$ cat config.mk
export PLATFORM = sky130hd
export DESIGN_NAME = ttt_ram
export DESIGN_NICKNAME = d
export VERILOG_FILES = /design/src/design/ttt_ram.sv
export SDC_FILE = /design/constraint.sdc
export NUM_CORES = 2
export LEC_CHECK = 0
export BUFFER_PORTS_ARGS = -buffer_cell sky130_fd_sc_hd__buf_4
export CORE_ASPECT_RATIO = 0.6
export CORE_MARGIN = 10
export CORE_UTILIZATION = 50
export CTS_BUF_LIST = sky130_fd_sc_hd__clkbuf_2
export DETAILED_ROUTE_END_ITERATION = 16
export GPL_TIMING_DRIVEN = 1
export PLACE_DENSITY = 0.66
export SYNTH_ARGS = -nofsm -noshare
export SYNTH_HDL_FRONTEND = slang
export SYNTH_SLANG_ARGS = --single-unit
$ cat constraint.sdc
create_clock -name clk -period 5.4 [get_ports clk]
set_input_delay 1.08 -clock clk [delete_from_list [all_inputs] [get_ports clk]]
set_output_delay 1.08 -clock clk [all_outputs]
set_load 0.02 [all_outputs]
$ cat src/design/ttt_ram.sv
// Simple dual-port RAM: one write port, one read port with registered data.
module ttt_ram #(
  parameter int WIDTH = 8,
  parameter int DEPTH = 256
) (
  input  logic                     clk,
  input  logic                     we,
  input  logic [$clog2(DEPTH)-1:0] waddr,
  input  logic [WIDTH-1:0]         wdata,
  input  logic                     re,
  input  logic [$clog2(DEPTH)-1:0] raddr,
  output logic [WIDTH-1:0]         rdata
);

  logic [WIDTH-1:0] mem [DEPTH];

  always_ff @(posedge clk) begin
    if (we) begin
      mem[waddr] <= wdata;
    end
    if (re) begin
      rdata <= mem[raddr];
    end
  end

endmodule

======== After elaboration in Yosys (flattened, before gate mapping) ========
Memories as Yosys holds them, arrays and structs flattened. A register that Yosys moved wholly into a read port is not among the register bits.
Index checks and enable logic that the tools add are counted.
word-level totals
  flip-flop bits (word level) ............. 0
  bits in latches ......................... 0
  RAM bits ................................ 2048
  bits in read-only memories .............. 0
  output and inout port bits .............. 8
  memories ................................ 1
memories
  name  depth  width  rd ports  clocked after memory_dff  wr ports  line  source
  mem   256    8      1         1                         1         15    logic [WIDTH-1:0] mem [DEPTH];
operators by class
  add/subtract/negate cells ............... 0
  $mul .................................... 0
  div/mod/pow operators ................... 0
  order comparisons ....................... 0
  equality and inequality tests ........... 0
  shifts and indexed selects .............. 0
  mux-type cells .......................... 2
  bitwise gates (word level) .............. 0
  reduce and logical (&&, ||, !) cells .... 0
operators by type and width
  cell    number
  $mux 1  2

======== Depth between registers and ports, before layout ========
  word-level depth ........................ 2
  mapped depth ............................ 11
  depth with buffers taken out ............ 6

======== Worst setup path after synthesis ========
OpenSTA, ideal clock, no wires.
  path kind ............................... input-to-reg
  start ................................... input port raddr[0]
  end ..................................... register rdata[2], read port of mem, data pin
  data arrival time ....................... 2.887 ns
  required time ........................... 5.131 ns
  slack ................................... 2.244 ns
  stages .................................. 9
  path buffers ............................ 4
  cells stage by stage .................... buf_6 -> buf_12 -> buf_8 -> buf_2 -> mux4_2 -> a22oi_1 -> a21oi_1 -> nor4_1 -> nor4_2
RTL lines
  what                line  source
  start: declaration  11    input logic [$clog2(DEPTH)-1:0] raddr,
  end: declaration    12    output logic [WIDTH-1:0] rdata

==> results.txt <==
Cells with a size suffix above 1 make up 29.71% of the layout. The tools report the worst-case setup slack after placement as 0.4729 ns. During placement, the flow inserted port buffers numbering 34. Buffer count from post-CTS setup fixing: 0. Of the total synthesized cell area, the portion taken by AND, OR, NAND and NOR gates is 2.625%. The startpoint identified for the worst hold timing path is wdata[0].

The tools report the number of levels the H-tree was split into as 5. In this run the power density over the cells is 327.8 nW/um^2. Summing the areas of all compound-gate instances in the mapped netlist gives 3.416% of the synthesized area. Once the clock tree was built, the resizer swapped 0 gates to a different size. The tools report the achievable clock frequency as 0.2931 GHz. In the final layout, flip-flops and latches occupy 61740 um^2. The timing startpoint of the critical path is raddr[0]. The die covers 176200 um^2.

The final cycle utilization of the critical path came out at 63.18%. The first global-routing pass estimated 293300 um of wire. The average via count per standard cell is 6.236. The largest clock skew in the final design is 0.1274 ns, and the required time of the worst setup path is 6.65 ns. Detailed routing inserted a total of 40820 vias. Of all cell types, the one taking the most synthesized area is edfxtp_1. Area growth from synthesis to final layout: 8.296%.

The total area inside the core boundary comes to 158200 um^2. After detailed routing, the average wire length per cell comes to 31.13 um. After synthesis, the largest family of logic cells by area is multiplexers. By area the synthesized netlist is led by edfxtp_1, mux4_2, mux2i_1. Counting along the longest clock path gives a buffer depth of 4.

Sequential cells were found to cover 77.53% of the synthesized design area. The width of the die was 535.2 um; the final total negative setup slack was 0 ns. The number of hold buffers added after CTS was 2. The tools report the critical register-to-register path startpoint as mem[130][7]$_DFFE_PP_. For the data arrival time of the worst path, the log shows 4.66 ns. The number of antenna violations at the first check in global routing is 11, and the count of nets after finishing is 4142.

The height of the die is 329.1 um, and the maximum fanout encountered on the critical timing path is 36. TritonCTS built the clock tree. The actual transition at the worst max-transition pin was 1.400 ns.

For the gate count of the mapped netlist, the log shows 3733. Area of the mapped netlist: 79640 um^2. The area of the multi-input gates is 16510 um^2.

The routed design could run at a clock period as short as 3.412 ns. The run finished with clean final reports. For this run, the number of Yosys warnings is 0. The worst setup path is launched from a primary input. For the leakage component of the power, the log shows 0.02710 uW. Clock-pin slew was measured on the worst setup and hold paths at 0.12 ns. At the end of routability-driven placement, the weighted congestion stood at 0.8278.

Portion of netlist area occupied by mux cells: 14.60%. The average instance area after synthesis is 21.33 um^2, and the floorplan row count is 113. Counting flops with a built-in enable in the synthesized netlist gives 2056. The run gives 0 as the aggregate global routing overflow. The utilization after layout is 54.51%, and the remaining antenna violation count is 0.

Commonest register cell after synthesis: edfxtp_1. The tools report the number of global-route vias before repair as 40410. For the relative slew slack, the log shows 5.970%. In the synthesized netlist the async set-or-reset flop fraction comes to 0%. For this run, design rule violations remaining after detail routing come to 0. The initial utilization of the core area, before any placement, comes to 50.34%.

The max capacitance violation total came out at 0. Final count of pins violating max slew: 0. Path type of the worst min-delay path: primary input to flip-flop.

Counting every net in the synthesized netlist gives 3760. Of the total synthesized cell area, the portion taken by full adders, half adders and majority gates is 0%. The final setup violation count was 0; the number of top-level pins was 35. The post-synthesis cell type count was 54. The top cell type by area accounts for 77.53% of the synthesized area. The iteration-0 DRC count of the detailed router is 5850. The layout filler cell count was 12160; the total global routing track utilization was 22.79%. The xor/xnor share of the synthesized area was 0%; the insertion delay to the later sink of the worst-skew pair was 1.57 ns. Setup repair after global routing left no endpoint under its margin.

In this run, synthesis produced a sequential element count of 2056. The final layout contains routed wiring with a total length of 203800 um. The critical path is of the primary input to flip-flop type.

The run gives 0 as the number of failing hold endpoints at the final stage. Before antenna repair, the detailed router went through 5 iterations. Setup slack closes at 1.988 ns. The logs give 150 for the largest net degree at the start of global routing and 2056 for the count of clock tree sinks. Total clock buffers created by CTS: 436. The worst setup path is captured at a flip-flop. The HPWL after detailed placement is 125400 um.

The clock tree root buffer cell is clkbuf_2. IR analysis of the VDD net gives a maximum drop of 0.2067 mV.
[per-stage QoR]
stage | total power [uW] | hold WS [ns] | instances | area, um^2
after global placement | 19550 | 1.126 | 5800 | 82530
after CTS | 28410 | 0.01455 | 6536 | 86200
after global routing | 29330 | 0.03056 | 6543 | 86240
after detailed placement | 19580 | 1.169 | 5801 | 82550
after floorplan | 18810 | 0.8642 | 3733 | 79640
final | 28270 | 0.1331 | 6546 | 86240
[cells in the mapped netlist, types with 31 or more instances]
cell type,number
a21oi_1,96
a22oi_1,133
buf_2,31
clkbuf_1,111
edfxtp_1,2056
mux2i_1,134
mux4_2,454
nand2_1,33
nand3_1,34
nor2_1,282
nor2b_1,31
o221ai_1,46
[flip-flops by register name, indices dropped and copies added, names as in the netlist]
name	count
mem	2048
rdata	8
[cell type report]
| cell class | instances | share of cell area, % |
|---|---|---|
| sequential | 2056 | 71.59 |
| multi-input combinational | 1442 | 19.15 |
| clock buffer | 626 | 3.633 |
| tap | 2127 | 3.086 |
| timing repair buffer | 177 | 1.930 |
| clock inverter | 107 | 0.5818 |
| antenna | 9 | 0.02611 |
| inverter | 2 | 0.008705 |
[kinds of logic (layout without fill, tap and decap cells)]
logic type      Yosys count  after routing
flops                  2056           2056
mux                     591            591
simple gates            466            466
compound gates          385            385
buf+inv                 235            912
other cells               0              9
[worst paths after layout]
kind | to | slack, ns | depth (start not counted)
worst max-delay path | rdata[7]$_DFFE_PP_ | 1.99 | 9
worst min-delay path | mem[85][0]$_DFFE_PP_ | 0.13 | 1
worst max register to register | rdata[7]$_DFFE_PP_ | 2.21 | 6
worst min register to register | rdata[2]$_DFFE_PP_ | 1.16 | 5
[layout by cell type (no fill, tap or decap), types with 4 or more instances in the layout]
cell type | synthesis | layout
clkinvlp_4 | 0 | 4
mux2i_1 | 134 | 134
o22ai_1 | 28 | 28
o22a_1 | 5 | 5
buf_4 | 27 | 143
and2_1 | 6 | 5
clkbuf_2 | 0 | 626
nor3_1 | 22 | 22
o21ai_0 | 10 | 10
mux4_2 | 454 | 454
nor2b_1 | 31 | 28
clkinv_2 | 0 | 14
nor4_1 | 24 | 19
clkinv_1 | 1 | 79
inv_2 | 0 | 6
a22oi_1 | 133 | 133
a221oi_1 | 13 | 13
o32ai_1 | 4 | 4
a211oi_1 | 16 | 15
o221ai_1 | 46 | 46
o211ai_1 | 10 | 10
or2_2 | 4 | 4
nor4_2 | 3 | 8
a21oi_1 | 96 | 96
nand2b_1 | 8 | 8
buf_12 | 8 | 21
buf_8 | 13 | 4
edfxtp_1 | 2056 | 2056
nand4_1 | 10 | 10
nand3_1 | 34 | 34
a22o_1 | 8 | 8
diode_2 | 0 | 9
nor2_1 | 282 | 279
clkbuf_8 | 0 | 6
nand2_1 | 33 | 33
[report_power, final]
| part | switching (uW) | internal (uW) | leakage, uW | total [uW] |
|---|---|---|---|---|
| sequential | 20.7 | 17600 | 0.0185 | 17600 |
| clock | 5870 | 3170 | 0.00284 | 9040 |
| combinational | 1080 | 551 | 0.00577 | 1630 |
| total | 6970 | 21300 | 0.0271 | 28300 |
[worst max-delay path: stages]
cell,delay (ns)
buf_8,0.22
buf_12,0.35
buf_4,0.37
mux4_2,0.56
mux4_2,0.48
nor2_1,0.15
a2111oi_2,0.11
nor3_1,1.11
nor4_1,0.12
[layer usage]
metal	global-route usage, %	wire (um)	vias up
li1	-	-	16700
met1	35.43	88240	21320
met2	30.57	84840	2497
met3	8.223	26610	296
met4	5.569	4029	6
met5	0	44	-
(Power assumes the default switching activity.)
